**config.mk**
```make
export PLATFORM = sky130hd
export DESIGN_NAME = gradient_rect_fill_unit_flat
export DESIGN_NICKNAME = d
export VERILOG_FILES = /design/src/hdl/grf_pkg.sv /design/src/hdl/grf_ifs.sv /design/src/hdl/grf_ctrl.sv /design/src/hdl/grf_dp.sv /design/src/hdl/gradient_rect_fill_unit.sv /design/src/flat_wrapper.sv
export SDC_FILE = /design/constraint.sdc
export NUM_CORES = 2
export LEC_CHECK = 0
export ABC_CLOCK_PERIOD_IN_PS = 9000
export BUFFER_PORTS_ARGS = -buffer_cell sky130_fd_sc_hd__buf_2
export CAP_MARGIN = 20
export CORE_MARGIN = 5
export CORE_UTILIZATION = 30
export CTS_CLUSTER_DIAMETER = 30
export DETAILED_ROUTE_END_ITERATION = 8
export SETUP_SLACK_MARGIN = 0.4
export SLEW_MARGIN = 10
export SYNTH_ARGS = -nofsm -noshare
export SYNTH_HDL_FRONTEND = slang
export SYNTH_SLANG_ARGS = --single-unit
```
**constraint.sdc**
```tcl
create_clock -name clk -period 9 [get_ports clk]
set_input_delay 1.35 -clock clk [delete_from_list [all_inputs] [get_ports clk]]
set_output_delay 1.35 -clock clk [all_outputs]
set_load 0.02 [all_outputs]
```
**src/hdl/grf_pkg.sv**
```systemverilog
// Shared constants, register codes and control structs for the gradient fill unit.
`timescale 1ns / 1ps

package grf_pkg;

  // Surface geometry
  localparam int SURF_W   = 1024;
  localparam int SURF_H   = 1024;
  localparam int SURF_MAX = (SURF_W > SURF_H) ? SURF_W : SURF_H;

  // Coordinate and length width: holds 0..SURF_MAX
  localparam int LW = $clog2(SURF_MAX + 1);

  // Field widths
  localparam int RECT_W    = 12;
  localparam int COLOR_W   = 32;
  localparam int CH_W      = 8;
  localparam int NUM_CH    = COLOR_W / CH_W;
  localparam int ADDR_W    = 20;
  localparam int CFG_IDX_W = 3;

  // Linear address width before wrapping to ADDR_W
  localparam int LIN_W = (2 * LW + 1 > ADDR_W) ? 2 * LW + 1 : ADDR_W;

  // Line color divider: numerator c1*(n-i)+c2*i stays below 2^CH_W * n
  localparam int NUM_W     = CH_W + LW;
  localparam int DIV_STEPS = CH_W;
  localparam int DIV_K_W   = $clog2(DIV_STEPS);

  // Configuration register indexes
  typedef enum logic [CFG_IDX_W-1:0] {
    REG_RECT_X,
    REG_RECT_Y,
    REG_RECT_W,
    REG_RECT_H,
    REG_COLOR_START,
    REG_COLOR_END,
    REG_GRAD_VERT
  } reg_idx_t;

  // Controller to datapath commands
  typedef struct packed {
    logic               clip;
    logic               emit;
    logic               num;
    logic               div;
    logic [DIV_K_W-1:0] div_k;
  } cmd_t;

  // Datapath to controller status
  typedef struct packed {
    logic active;
    logic wrap;
    logic cancel;
    logic out_free;
  } stat_t;

endpackage

```
**src/hdl/grf_ifs.sv**
```systemverilog
// Valid/ready channel interfaces for the input, result and configuration ports.
`timescale 1ns / 1ps

interface grf_in_if;
  logic valid;
  logic ready;
  logic start_req;

  modport source (output valid, output start_req, input ready);
  modport sink (input valid, input start_req, output ready);
endinterface

interface grf_out_if;
  logic        valid;
  logic        ready;
  logic [19:0] pixel_address;
  logic [7:0]  red;
  logic [7:0]  green;
  logic [7:0]  blue;
  logic [7:0]  alpha;
  logic        last;

  modport source (output valid, output pixel_address, output red, output green,
                  output blue, output alpha, output last, input ready);
  modport sink (input valid, input pixel_address, input red, input green,
                input blue, input alpha, input last, output ready);
endinterface

interface grf_cfg_if;
  logic        valid;
  logic        ready;
  logic [2:0]  index;
  logic [31:0] data;

  modport source (output valid, output index, output data, input ready);
  modport sink (input valid, input index, input data, output ready);
endinterface

```
**src/hdl/grf_ctrl.sv**
```systemverilog
// Fill sequencer: input handshake, first-pixel step and line color divider steps.
`timescale 1ns / 1ps

module grf_ctrl
  import grf_pkg::*;
(
  input  logic       clk,
  input  logic       rst_n,
  grf_in_if.sink     in_if,
  input  stat_t      stat,
  output cmd_t       cmd
);

  typedef enum logic [1:0] {
    S_IDLE,
    S_FIRST,
    S_NUM,
    S_DIV
  } state_t;

  state_t             state_r;
  logic [DIV_K_W-1:0] k_r;
  logic               accept;

  // Take a beat only when idle and the output register can take a pixel
  assign in_if.ready = (state_r == S_IDLE) && stat.out_free;
  assign accept      = in_if.valid && in_if.ready;

  // Decode commands
  always_comb begin
    cmd       = '0;
    cmd.div_k = k_r;
    case (state_r)
      S_IDLE: begin
        cmd.clip = accept && in_if.start_req;
        cmd.emit = accept && !in_if.start_req && stat.active;
      end
      S_FIRST: begin
        cmd.emit = stat.active && stat.out_free;
      end
      S_NUM: begin
        cmd.num = 1'b1;
      end
      S_DIV: begin
        cmd.div = 1'b1;
      end
      default: begin
        cmd = '0;
      end
    endcase
  end

  // Advance state and divider step count
  always_ff @(posedge clk) begin
    if (!rst_n) begin
      state_r <= S_IDLE;
      k_r     <= '0;
    end else if (stat.cancel) begin
      state_r <= S_IDLE;
    end else begin
      case (state_r)
        S_IDLE: begin
          if (cmd.clip) begin
            state_r <= S_FIRST;
          end else if (cmd.emit && stat.wrap) begin
            state_r <= S_NUM;
          end
        end
        S_FIRST: begin
          if (!stat.active) begin
            state_r <= S_IDLE;
          end else if (cmd.emit) begin
            state_r <= stat.wrap ? S_NUM : S_IDLE;
          end
        end
        S_NUM: begin
          state_r <= S_DIV;
          k_r     <= DIV_K_W'(DIV_STEPS - 1);
        end
        S_DIV: begin
          if (k_r == '0) begin
            state_r <= S_IDLE;
          end else begin
            k_r <= k_r - 1'b1;
          end
        end
        default: begin
          state_r <= S_IDLE;
        end
      endcase
    end
  end

endmodule

```
**src/hdl/grf_dp.sv**
```systemverilog
// Fill datapath: config registers, clipping, pixel walk, line divider and output register.
`timescale 1ns / 1ps

module grf_dp
  import grf_pkg::*;
(
  input  logic       clk,
  input  logic       rst_n,
  grf_cfg_if.sink    cfg_if,
  grf_out_if.source  out_if,
  input  cmd_t       cmd,
  output stat_t      stat
);

  localparam logic signed [RECT_W:0] SURF_W_S = (RECT_W + 1)'(SURF_W);
  localparam logic signed [RECT_W:0] SURF_H_S = (RECT_W + 1)'(SURF_H);

  // Configuration registers
  logic [RECT_W-1:0]  rect_x_r;
  logic [RECT_W-1:0]  rect_y_r;
  logic [RECT_W-1:0]  rect_w_r;
  logic [RECT_W-1:0]  rect_h_r;
  logic [COLOR_W-1:0] color_start_r;
  logic [COLOR_W-1:0] color_end_r;
  logic               grad_vert_r;

  // Fill state
  logic               active_r;
  logic [LW-1:0]      outer_r;
  logic [LW-1:0]      inner_r;
  logic [LW-1:0]      cx0_r;
  logic [LW-1:0]      cy0_r;
  logic [LW-1:0]      cw_r;
  logic [LW-1:0]      ch_r;
  logic [COLOR_W-1:0] line_color_r;
  logic [NUM_W-1:0]   rem_r [NUM_CH];

  // Output register
  logic               out_valid_r;
  logic [ADDR_W-1:0]  addr_r;
  logic [COLOR_W-1:0] color_r;
  logic               last_r;

  logic               cfg_hit;
  logic               out_free;

  logic signed [RECT_W:0] rx_s, ry_s;
  logic [LW-1:0]          x_clamp, y_clamp, w_clip, h_clip;
  logic [RECT_W:0]        x_sum, y_sum;
  logic                   nonempty;

  logic [LW-1:0]      on_len, in_len;
  logic [LW:0]        inner_inc, outer_inc;
  logic               last_c, wrap_c;
  logic [LW:0]        row_sum, col_sum;
  logic [LW-1:0]      row, col;
  logic [LIN_W-1:0]   lin;

  logic [LW-1:0]      n_minus_i;
  logic [NUM_W-1:0]   num_c   [NUM_CH];
  logic [NUM_W-1:0]   dsh;
  logic [NUM_W:0]     trial_c [NUM_CH];

  // Register write decode: only listed indexes take effect
  always_comb begin
    case (cfg_if.index)
      REG_RECT_X, REG_RECT_Y, REG_RECT_W, REG_RECT_H,
      REG_COLOR_START, REG_COLOR_END, REG_GRAD_VERT: cfg_hit = 1'b1;
      default:                                       cfg_hit = 1'b0;
    endcase
  end

  assign cfg_if.ready = 1'b1;

  // Clamp edges to the surface, cut sizes only on overflow
  always_comb begin
    rx_s = {rect_x_r[RECT_W-1], rect_x_r};
    ry_s = {rect_y_r[RECT_W-1], rect_y_r};

    if (rx_s < 0) begin
      x_clamp = '0;
    end else if (rx_s > SURF_W_S) begin
      x_clamp = LW'(SURF_W);
    end else begin
      x_clamp = rx_s[LW-1:0];
    end

    if (ry_s < 0) begin
      y_clamp = '0;
    end else if (ry_s > SURF_H_S) begin
      y_clamp = LW'(SURF_H);
    end else begin
      y_clamp = ry_s[LW-1:0];
    end

    x_sum = (RECT_W + 1)'(x_clamp) + (RECT_W + 1)'(rect_w_r);
    y_sum = (RECT_W + 1)'(y_clamp) + (RECT_W + 1)'(rect_h_r);
    w_clip = (x_sum > (RECT_W + 1)'(SURF_W)) ? LW'(SURF_W) - x_clamp : rect_w_r[LW-1:0];
    h_clip = (y_sum > (RECT_W + 1)'(SURF_H)) ? LW'(SURF_H) - y_clamp : rect_h_r[LW-1:0];
    nonempty = (w_clip != '0) && (h_clip != '0);
  end

  // Walk position, last flag and address
  always_comb begin
    on_len    = grad_vert_r ? ch_r : cw_r;
    in_len    = grad_vert_r ? cw_r : ch_r;
    inner_inc = (LW + 1)'(inner_r) + 1'b1;
    outer_inc = (LW + 1)'(outer_r) + 1'b1;
    last_c    = (inner_inc >= (LW + 1)'(in_len)) && (outer_inc >= (LW + 1)'(on_len));
    wrap_c    = !last_c && (inner_inc >= (LW + 1)'(in_len));

    if (grad_vert_r) begin
      row_sum = (LW + 1)'(cy0_r) + (LW + 1)'(outer_r);
      col_sum = (LW + 1)'(cx0_r) + (LW + 1)'(inner_r);
    end else begin
      row_sum = (LW + 1)'(cy0_r) + (LW + 1)'(inner_r);
      col_sum = (LW + 1)'(cx0_r) + (LW + 1)'(outer_r);
    end
    row = row_sum[LW-1:0];
    col = col_sum[LW-1:0];
    lin = LIN_W'(row) * LIN_W'(SURF_W) + LIN_W'(col);
  end

  // Per-channel numerators and one restoring divide step
  always_comb begin
    n_minus_i = on_len - outer_r;
    dsh       = NUM_W'(on_len) << cmd.div_k;
    for (int c = 0; c < NUM_CH; c++) begin
      num_c[c] = NUM_W'(color_start_r[c*CH_W +: CH_W]) * NUM_W'(n_minus_i)
               + NUM_W'(color_end_r[c*CH_W +: CH_W]) * NUM_W'(outer_r);
      trial_c[c] = {1'b0, rem_r[c]} - {1'b0, dsh};
    end
  end

  assign out_free = !out_valid_r || out_if.ready;

  assign stat.active   = active_r;
  assign stat.wrap     = wrap_c;
  assign stat.cancel   = cfg_if.valid && cfg_hit;
  assign stat.out_free = out_free;

  // Control, configuration and fill state
  always_ff @(posedge clk) begin
    if (!rst_n) begin
      rect_x_r      <= '0;
      rect_y_r      <= '0;
      rect_w_r      <= '0;
      rect_h_r      <= '0;
      color_start_r <= '0;
      color_end_r   <= '0;
      grad_vert_r   <= 1'b0;
      active_r      <= 1'b0;
      outer_r       <= '0;
      inner_r       <= '0;
      cx0_r         <= '0;
      cy0_r         <= '0;
      cw_r          <= '0;
      ch_r          <= '0;
      line_color_r  <= '0;
      out_valid_r   <= 1'b0;
    end else begin
      if (cfg_if.valid) begin
        case (cfg_if.index)
          REG_RECT_X:      rect_x_r      <= cfg_if.data[RECT_W-1:0];
          REG_RECT_Y:      rect_y_r      <= cfg_if.data[RECT_W-1:0];
          REG_RECT_W:      rect_w_r      <= cfg_if.data[RECT_W-1:0];
          REG_RECT_H:      rect_h_r      <= cfg_if.data[RECT_W-1:0];
          REG_COLOR_START: color_start_r <= cfg_if.data;
          REG_COLOR_END:   color_end_r   <= cfg_if.data;
          REG_GRAD_VERT:   grad_vert_r   <= cfg_if.data[0];
          default:         ;
        endcase
      end

      if (stat.cancel) begin
        // Drop any running fill
        active_r <= 1'b0;
        outer_r  <= '0;
        inner_r  <= '0;
      end else if (cmd.clip) begin
        // Latch clipped geometry; the first line is the start color itself
        cx0_r        <= x_clamp;
        cy0_r        <= y_clamp;
        cw_r         <= w_clip;
        ch_r         <= h_clip;
        outer_r      <= '0;
        inner_r      <= '0;
        active_r     <= nonempty;
        line_color_r <= nonempty ? color_start_r : '0;
      end else if (cmd.emit) begin
        if (last_c) begin
          active_r <= 1'b0;
          outer_r  <= '0;
          inner_r  <= '0;
        end else if (wrap_c) begin
          inner_r <= '0;
          outer_r <= outer_inc[LW-1:0];
        end else begin
          inner_r <= inner_inc[LW-1:0];
        end
      end else if (cmd.div) begin
        // Shift one quotient bit into each channel of the line color
        for (int c = 0; c < NUM_CH; c++) begin
          line_color_r[c*CH_W +: CH_W] <=
            {line_color_r[c*CH_W +: CH_W-1], !trial_c[c][NUM_W]};
        end
      end

      if (cmd.emit) begin
        out_valid_r <= 1'b1;
      end else if (out_if.ready) begin
        out_valid_r <= 1'b0;
      end
    end
  end

  // Divider remainders and output payload
  always_ff @(posedge clk) begin
    if (cmd.num) begin
      for (int c = 0; c < NUM_CH; c++) begin
        rem_r[c] <= num_c[c];
      end
    end else if (cmd.div) begin
      for (int c = 0; c < NUM_CH; c++) begin
        if (!trial_c[c][NUM_W]) begin
          rem_r[c] <= trial_c[c][NUM_W-1:0];
        end
      end
    end

    if (cmd.emit) begin
      addr_r  <= lin[ADDR_W-1:0];
      color_r <= line_color_r;
      last_r  <= last_c;
    end
  end

  assign out_if.valid         = out_valid_r;
  assign out_if.pixel_address = addr_r;
  assign out_if.red           = color_r[31:24];
  assign out_if.green         = color_r[23:16];
  assign out_if.blue          = color_r[15:8];
  assign out_if.alpha         = color_r[7:0];
  assign out_if.last          = last_r;

endmodule

```
**src/hdl/gradient_rect_fill_unit.sv**
```systemverilog
// Top level of the gradient rectangle fill unit: sequencer plus datapath.
// Timing: an advance beat's pixel is registered in the output register in the cycle after the beat;
// a start beat first latches the clipped geometry, then emits the first pixel once the output is free.
// Throughput: one pixel per cycle along a line while the receiver is ready; each line change runs the
// line color divider first (a numerator step, eight radix-2 steps, four channels in parallel).
// Reset (synchronous, active low) clears the config, fill and sequencer state, stops any fill and empties the output.
`timescale 1ns / 1ps

module gradient_rect_fill_unit
  import grf_pkg::*;
(
  input  logic       clk,
  input  logic       rst_n,
  grf_in_if.sink     in_if,
  grf_out_if.source  out_if,
  grf_cfg_if.sink    cfg_if
);

  cmd_t  cmd;
  stat_t stat;

  grf_ctrl u_ctrl (
    .clk   (clk),
    .rst_n (rst_n),
    .in_if (in_if),
    .stat  (stat),
    .cmd   (cmd)
  );

  grf_dp u_dp (
    .clk    (clk),
    .rst_n  (rst_n),
    .cfg_if (cfg_if),
    .out_if (out_if),
    .cmd    (cmd),
    .stat   (stat)
  );

endmodule

```
**src/flat_wrapper.sv**
```systemverilog
// flat-port wrapper written by rule: the top's interface ports become plain ports
module gradient_rect_fill_unit_flat import grf_pkg::*;
  (clk, rst_n, in_if_valid, in_if_start_req, in_if_ready, out_if_valid, out_if_pixel_address, out_if_red, out_if_green, out_if_blue, out_if_alpha, out_if_last, out_if_ready, cfg_if_valid, cfg_if_index, cfg_if_data, cfg_if_ready);
  grf_in_if in_if_i ();
  grf_out_if out_if_i ();
  grf_cfg_if cfg_if_i ();
  input  logic clk;
  input  logic rst_n;
  input wire logic [$bits(in_if_i.valid)-1:0] in_if_valid;
  input wire logic [$bits(in_if_i.start_req)-1:0] in_if_start_req;
  output wire logic [$bits(in_if_i.ready)-1:0] in_if_ready;
  output wire logic [$bits(out_if_i.valid)-1:0] out_if_valid;
  output wire logic [$bits(out_if_i.pixel_address)-1:0] out_if_pixel_address;
  output wire logic [$bits(out_if_i.red)-1:0] out_if_red;
  output wire logic [$bits(out_if_i.green)-1:0] out_if_green;
  output wire logic [$bits(out_if_i.blue)-1:0] out_if_blue;
  output wire logic [$bits(out_if_i.alpha)-1:0] out_if_alpha;
  output wire logic [$bits(out_if_i.last)-1:0] out_if_last;
  input wire logic [$bits(out_if_i.ready)-1:0] out_if_ready;
  input wire logic [$bits(cfg_if_i.valid)-1:0] cfg_if_valid;
  input wire logic [$bits(cfg_if_i.index)-1:0] cfg_if_index;
  input wire logic [$bits(cfg_if_i.data)-1:0] cfg_if_data;
  output wire logic [$bits(cfg_if_i.ready)-1:0] cfg_if_ready;
  assign in_if_i.valid = in_if_valid;
  assign in_if_i.start_req = in_if_start_req;
  assign in_if_ready = in_if_i.ready;
  assign out_if_valid = out_if_i.valid;
  assign out_if_pixel_address = out_if_i.pixel_address;
  assign out_if_red = out_if_i.red;
  assign out_if_green = out_if_i.green;
  assign out_if_blue = out_if_i.blue;
  assign out_if_alpha = out_if_i.alpha;
  assign out_if_last = out_if_i.last;
  assign out_if_i.ready = out_if_ready;
  assign cfg_if_i.valid = cfg_if_valid;
  assign cfg_if_i.index = cfg_if_index;
  assign cfg_if_i.data = cfg_if_data;
  assign cfg_if_ready = cfg_if_i.ready;
  gradient_rect_fill_unit u_core (.clk(clk), .rst_n(rst_n), .in_if(in_if_i), .out_if(out_if_i), .cfg_if(cfg_if_i));
endmodule
```
; Word-level counts from Yosys, hierarchy flattened
; Memories as Yosys holds them, arrays and structs flattened.
; Cells that the tools add are included.
[word_totals]
register_bits = 270
mem_bits_rw = 76
out_inout_bits = 56
wordCells = 185
n_memories = 1
[classes]
shifts = 1
magnitude_cmp = 8
n_eq_ne = 14
mul = 8
n_bitwise = 6
n_reduce_logical = 46
muxes = 59
n_addsub = 21
[memory_table]
columns = name, words, width, read_ports, rd_ports_with_merged_regs, wr, line_no
row1 = u_core.u_dp.rem_r, 4, 19, 4, 0, 4, grf_dp.sv:36  ; logic [NUM_W-1:0] rem_r [NUM_CH];
[op_table]
columns = cell, n
row1 = $mul 8x11->19, 8
row2 = $mux 11, 13
row3 = $mux 32, 4
row4 = $sub 19x19->20, 4
row5 = $add 19x19->19, 4
row6 = $mux 19, 4
row7 = $mux 1, 27
row8 = $add 11x12->13, 2
row9 = $gt 13x11->1 const B, 2
row10 = $add 11x1->12 const B, 2
row11 = $ge 12x11->1, 2
row12 = $gt 12x12->1 const B, 2
row13 = $lt 12x1->1 const B, 2
row14 = $add 11x11->11, 2
row15 = $reduce_bool 11->1, 2
row16 = $sub 11x11->11 const A, 2
row17 = $add 10x10->10, 2
row18 = $add 20x11->20, 1
row19 = $reduce_and 2->1, 10
row20 = $shl 11x3->19, 1
row21 = $mux 2, 6
row22 = $reduce_bool 2->1, 6
row23 = $logic_and 1x1->1, 11
row24 = $sub 11x11->11, 1
row25 = other kinds (25), 43

; Longest topological paths before layout
[depth]
word_depth = 11
mapped_depth = 37

; Hierarchy
; Synthesis repeated with hierarchy kept, for this count alone.
[unflattened]
hier_cells = 5077
hier_area_um2 = 44672.8
[modules_own_cells]
columns = module, n_inst, area_per_inst_um2, cells_per_inst
row1 = grf_dp, 1, 44323.8, 5032
row2 = grf_ctrl, 1, 349.1, 45

; Least setup slack after synthesis
; No wires, ideal clock.
[synth_path]
kind = register to register
startpoint = register u_core.u_dp.grad_vert_r
endpoint = memory u_core.u_dp.rem_r[0][18] in the netlist's numbering, data pin
t_arrival_ns = 8.523
required_ns = 8.744
stages_incl_launch_ff = 35
period_less_slack_ns = 8.779
path_slack_ns = 0.221
path_buffers = 2
cell_sequence = dfxtp_1 > clkbuf_1 > mux2i_1 > ha_1 > inv_1 > fa_1 > a21o_1 > a21oi_1 > o21ai_0 > a21oi_1 > o21ai_0 > a21oi_1 > o21bai_1 > a21oi_1 > xnor2_1 > clkbuf_1 > nand2_1 > fa_1 > fa_1 > inv_1 > fa_1 > fa_1 > fa_1 > inv_1 > fa_1 > inv_1 > ha_1 > and3_1 > a211o_1 > a21o_1 > a21oi_1 > o21ai_0 > o21a_1 > or3_1 > a31o_2
[synth_rtl]
columns = item, line_no
row1 = start: declaration, grf_dp.sv:25  ; logic grad_vert_r;
row2 = start signal: assignment, grf_dp.sv:170  ; REG_GRAD_VERT: grad_vert_r <= cfg_if.data[0];
row3 = end: declaration, grf_dp.sv:36

==> run metrics <==
switching pwr=about 1.6 mW; critical path class=reg -> reg; Worst EP required=around 9400 ps; WL/cell=around 19 um; status=finished, final reports clean; Synth area leaders=fa_1 25%, ha_1 12%, dfxtp_1 9.8%; Peak VDD IR=roughly 0.13 mV; Sequential Power Share=0.298; Pwr per Cell Area=112 mW/mm^2; Crit. End Element=flop; Area growth syn-to-layout=14.2%; TritonCTS Buffers=90; buffers added on ports=95; layout cell share with drive strength beyond 1=0.0820; worst hold slack=between 400 and 500 ps; HP Class=reg -> reg; Tcrit/Tclk final=0.937; Overflow after GRT=0; Root Buffer=clkbuf_16; CTS tree=yes; fmax=119 MHz; DP HPWL=101 mm; Cell Area, Synth=around 0.044 sq mm; Worst-Skew Late Latency=about 710 ps; 1st-iter DRT viols=between 2,000 and 2,500; Starting Density=0.303; initial antenna violation count=11; Detail Route Antenna Nets=0; vias in the first global route=between 30,000 and 40,000; Comb power frac=0.120; drt pass-1 iters=5; Cells after Synth=just over 5,000; Seq/Total Area, Yosys=0.186; largest net degree at the start of global routing=72; Most Frequent Cell on Critical Path=fa_1; crit path DAT=around 9000 ps; I/O pin count=97; net count after synthesis=6,085; H-tree depth=3; Final Non-Filler Cells=7,089; Async S/R FF share, synth=0; average cell area after synthesis=approximately 8.7 sq um; slowest CP cell=fa_1; core area=0.146 sq mm; #FFs+latches synth=approximately 350; DIE AREA=approximately 0.15 sq mm; CP Launch Type=flop; share of the synthesized area in the top cell type=0.254; Post-synth top cells=770 x inv_1, 751 x nand2_1, 561 x fa_1; top-count cell post-synth=inv_1; Tightest Pin Transition=around 1100 ps; Switching Share=0.285; Clock transition at path regs=approximately 50 ps; setup_tns=0 ps; internal power=just over 4 mW; gpl congestion=0.904; clock tree buffer depth=3; first-pass GRT wire length=about 210 mm; DRC Markers=0; Post-layout nets=6,109; critical path peak fanout=6; RSZ-0062 raised after global routing=yes; Die Wd=394 um; Leakage Power=22.0 nW; Via Count=35,200; synth warn=0; number of flops mapped to enable cells by yosys=approximately 130; Total GRT Usage=0.172; area leader, netlist=fa_1; via/cell ratio=~5; Clk pwr share=0.582; Clock Skew=approximately 50 ps; Main synth FF type=dfxtp_1; Netlist cell types=84; Slew HR=0.246; min Tclk post-route=~8400 ps; Final Hold Viols=0; Placed Cells=6,898; Rows=140; setup violators final=0; Max-Cap Viols=0; total clock sinks=between 300 and 400; die height=roughly 400 um; slowest cell delay on critical path=around 560 ps; final WL=136 mm; Max Slew Vio Count=0
## layout by cell type (no fill, tap or decap), types with 10 or more instances in the layout
| cell | Yosys | routed |
|---|---|---|
| or3_1 | 22 | 22 |
| o21bai_1 | 11 | 11 |
| dfxtp_1 | 217 | 216 |
| nand2_1 | 751 | 749 |
| buf_2 | 6 | 95 |
| nor2b_1 | 56 | 55 |
| a22o_1 | 32 | 32 |
| a21o_1 | 60 | 60 |
| buf_4 | 1 | 77 |
| nor4_1 | 17 | 16 |
| fa_1 | 561 | 560 |
| o21ai_0 | 181 | 171 |
| nand3b_1 | 14 | 14 |
| clkinv_2 | 0 | 16 |
| xnor2_1 | 135 | 131 |
| a31oi_1 | 21 | 20 |
| a211oi_1 | 17 | 15 |
| a21boi_0 | 123 | 116 |
| nor3_1 | 52 | 51 |
| ha_1 | 417 | 413 |
| clkbuf_16 | 0 | 93 |
| xor2_1 | 59 | 58 |
| a21oi_1 | 195 | 188 |
| o21a_1 | 31 | 31 |
| mux2_2 | 13 | 13 |
| and3_1 | 34 | 34 |
| inv_1 | 770 | 769 |
| mux2i_1 | 44 | 41 |
| nor2_1 | 169 | 165 |
| and2_1 | 400 | 400 |
| o211ai_1 | 19 | 19 |
| edfxtp_1 | 129 | 129 |
| nand2b_1 | 49 | 49 |
| o31ai_1 | 12 | 12 |
| clkbuf_1 | 239 | 16 |
| nand4_1 | 10 | 10 |
| o21ai_1 | 6 | 15 |
| nand3_1 | 63 | 61 |
## power by group through the flow
stage	clock [mW]	combinational (mW)	sequential, mW
2_1_floorplan	0	0.377	1.68
3_3_place_gp	0	0.597	1.71
3_5_place_dp	0	0.606	1.71
4_1_cts	3.34	0.612	1.68
5_1_grt	3.45	0.731	1.68
6_report	3.29	0.675	1.68
## cells by family after synthesis
group           synth area share
compound gates             0.117
xor+xnor                  0.0385
fa+ha+maj                  0.373
buf+inv                   0.0878
flops                      0.186
mux                       0.0145
other cells            0.0000849
simple gates               0.183
## sequential cells by signal, summed over array words and instances, names as in the netlist, 2 cells and up
| register | flops |
|---|---|
| u_core.u_dp.inner_r | 11 |
| u_core.u_dp.cx0_r | 11 |
| u_core.u_dp.line_color_r | 32 |
| u_core.u_dp.ch_r | 11 |
| u_core.u_dp.out_if.pixel_address | 20 |
| u_core.u_dp.rect_y_r | 12 |
| u_core.u_dp.rect_h_r | 12 |
| u_core.u_dp.outer_r | 11 |
| u_core.u_dp.color_start_r | 32 |
| u_core.u_dp.cw_r | 11 |
| u_core.u_dp.rect_w_r | 12 |
| u_core.u_dp.cy0_r | 10 |
| u_core.u_dp.rect_x_r | 12 |
| u_core.u_dp.color_end_r | 32 |
| u_core.u_ctrl.k_r | 3 |
| u_core.u_ctrl.state_r | 2 |
| u_core.u_dp.rem_r | 76 |
| u_core.u_dp.color_r | 32 |
## per-stage QoR
step           utilization  setup WS [ps]  power [mW]  area [sq um]
4_1_cts              0.342            385        5.64         50000
3_5_place_dp         0.321            118        2.32         46800
5_1_grt              0.345            262        5.86         50400
2_1_floorplan            -            462        2.06         44200
6_report             0.345            570        5.65         50400
3_3_place_gp         0.320            237        2.31         46700
## worst max-delay path, delay by kind of cell, from the launching register on
kind	cells	cell delay, ps
fa+ha+maj	9	3930
compound gates	13	2470
buf+inv	6	560
flops	1	390
simple gates	2	370
mux	1	250
xor+xnor	1	200
## final cells by class
type | count | area (sq um)
Multi-Input combinational cell | 3695 | 32400
Tap cell | 1917 | 2400
Antenna cell | 4 | 10.0
Clock inverter | 59 | 744
Sequential cell | 346 | 8220
Clock buffer | 111 | 2380
Timing Repair Buffer | 187 | 1350
Inverter | 770 | 2890
Fill cell | 15000 | 95500
## routing by layer
layer / GRT usage / share of wire / up-vias
met3: 0.0352 / 0.066 / 248
met1: 0.223 / 0.43 / 17500
met2: 0.287 / 0.47 / 1047
met5: 0 / 0.00030 / -
met4: 0.0605 / 0.038 / 6
li1: - / - / 16300
## timing repair
item                                    4_1_cts  5_1_grt
cloned                                        0        3
resized for setup                             9       45
hold buffers                                  0        0
pin swaps                                     1       23
endpoints found under the hold margin         0        0
endpoints found under the setup margin       10       20
setup buffers                                 0       12
## worst paths after layout
path / startpoint / to / slack (ps) / cells past startpoint
worst max-delay path: u_core.u_dp.grad_vert_r / u_core.u_dp.rem_r[3][18] / 570 / 32
worst min-delay path: u_core.u_dp.line_color_r[23] / u_core.u_dp.color_r[23] / 440 / 0
worst max register to register: u_core.u_dp.grad_vert_r / u_core.u_dp.rem_r[3][18] / 570 / 32
worst min register to register: u_core.u_dp.line_color_r[23] / u_core.u_dp.color_r[23] / 440 / 0
No activity file was read; power rests on OpenSTA's default activity.
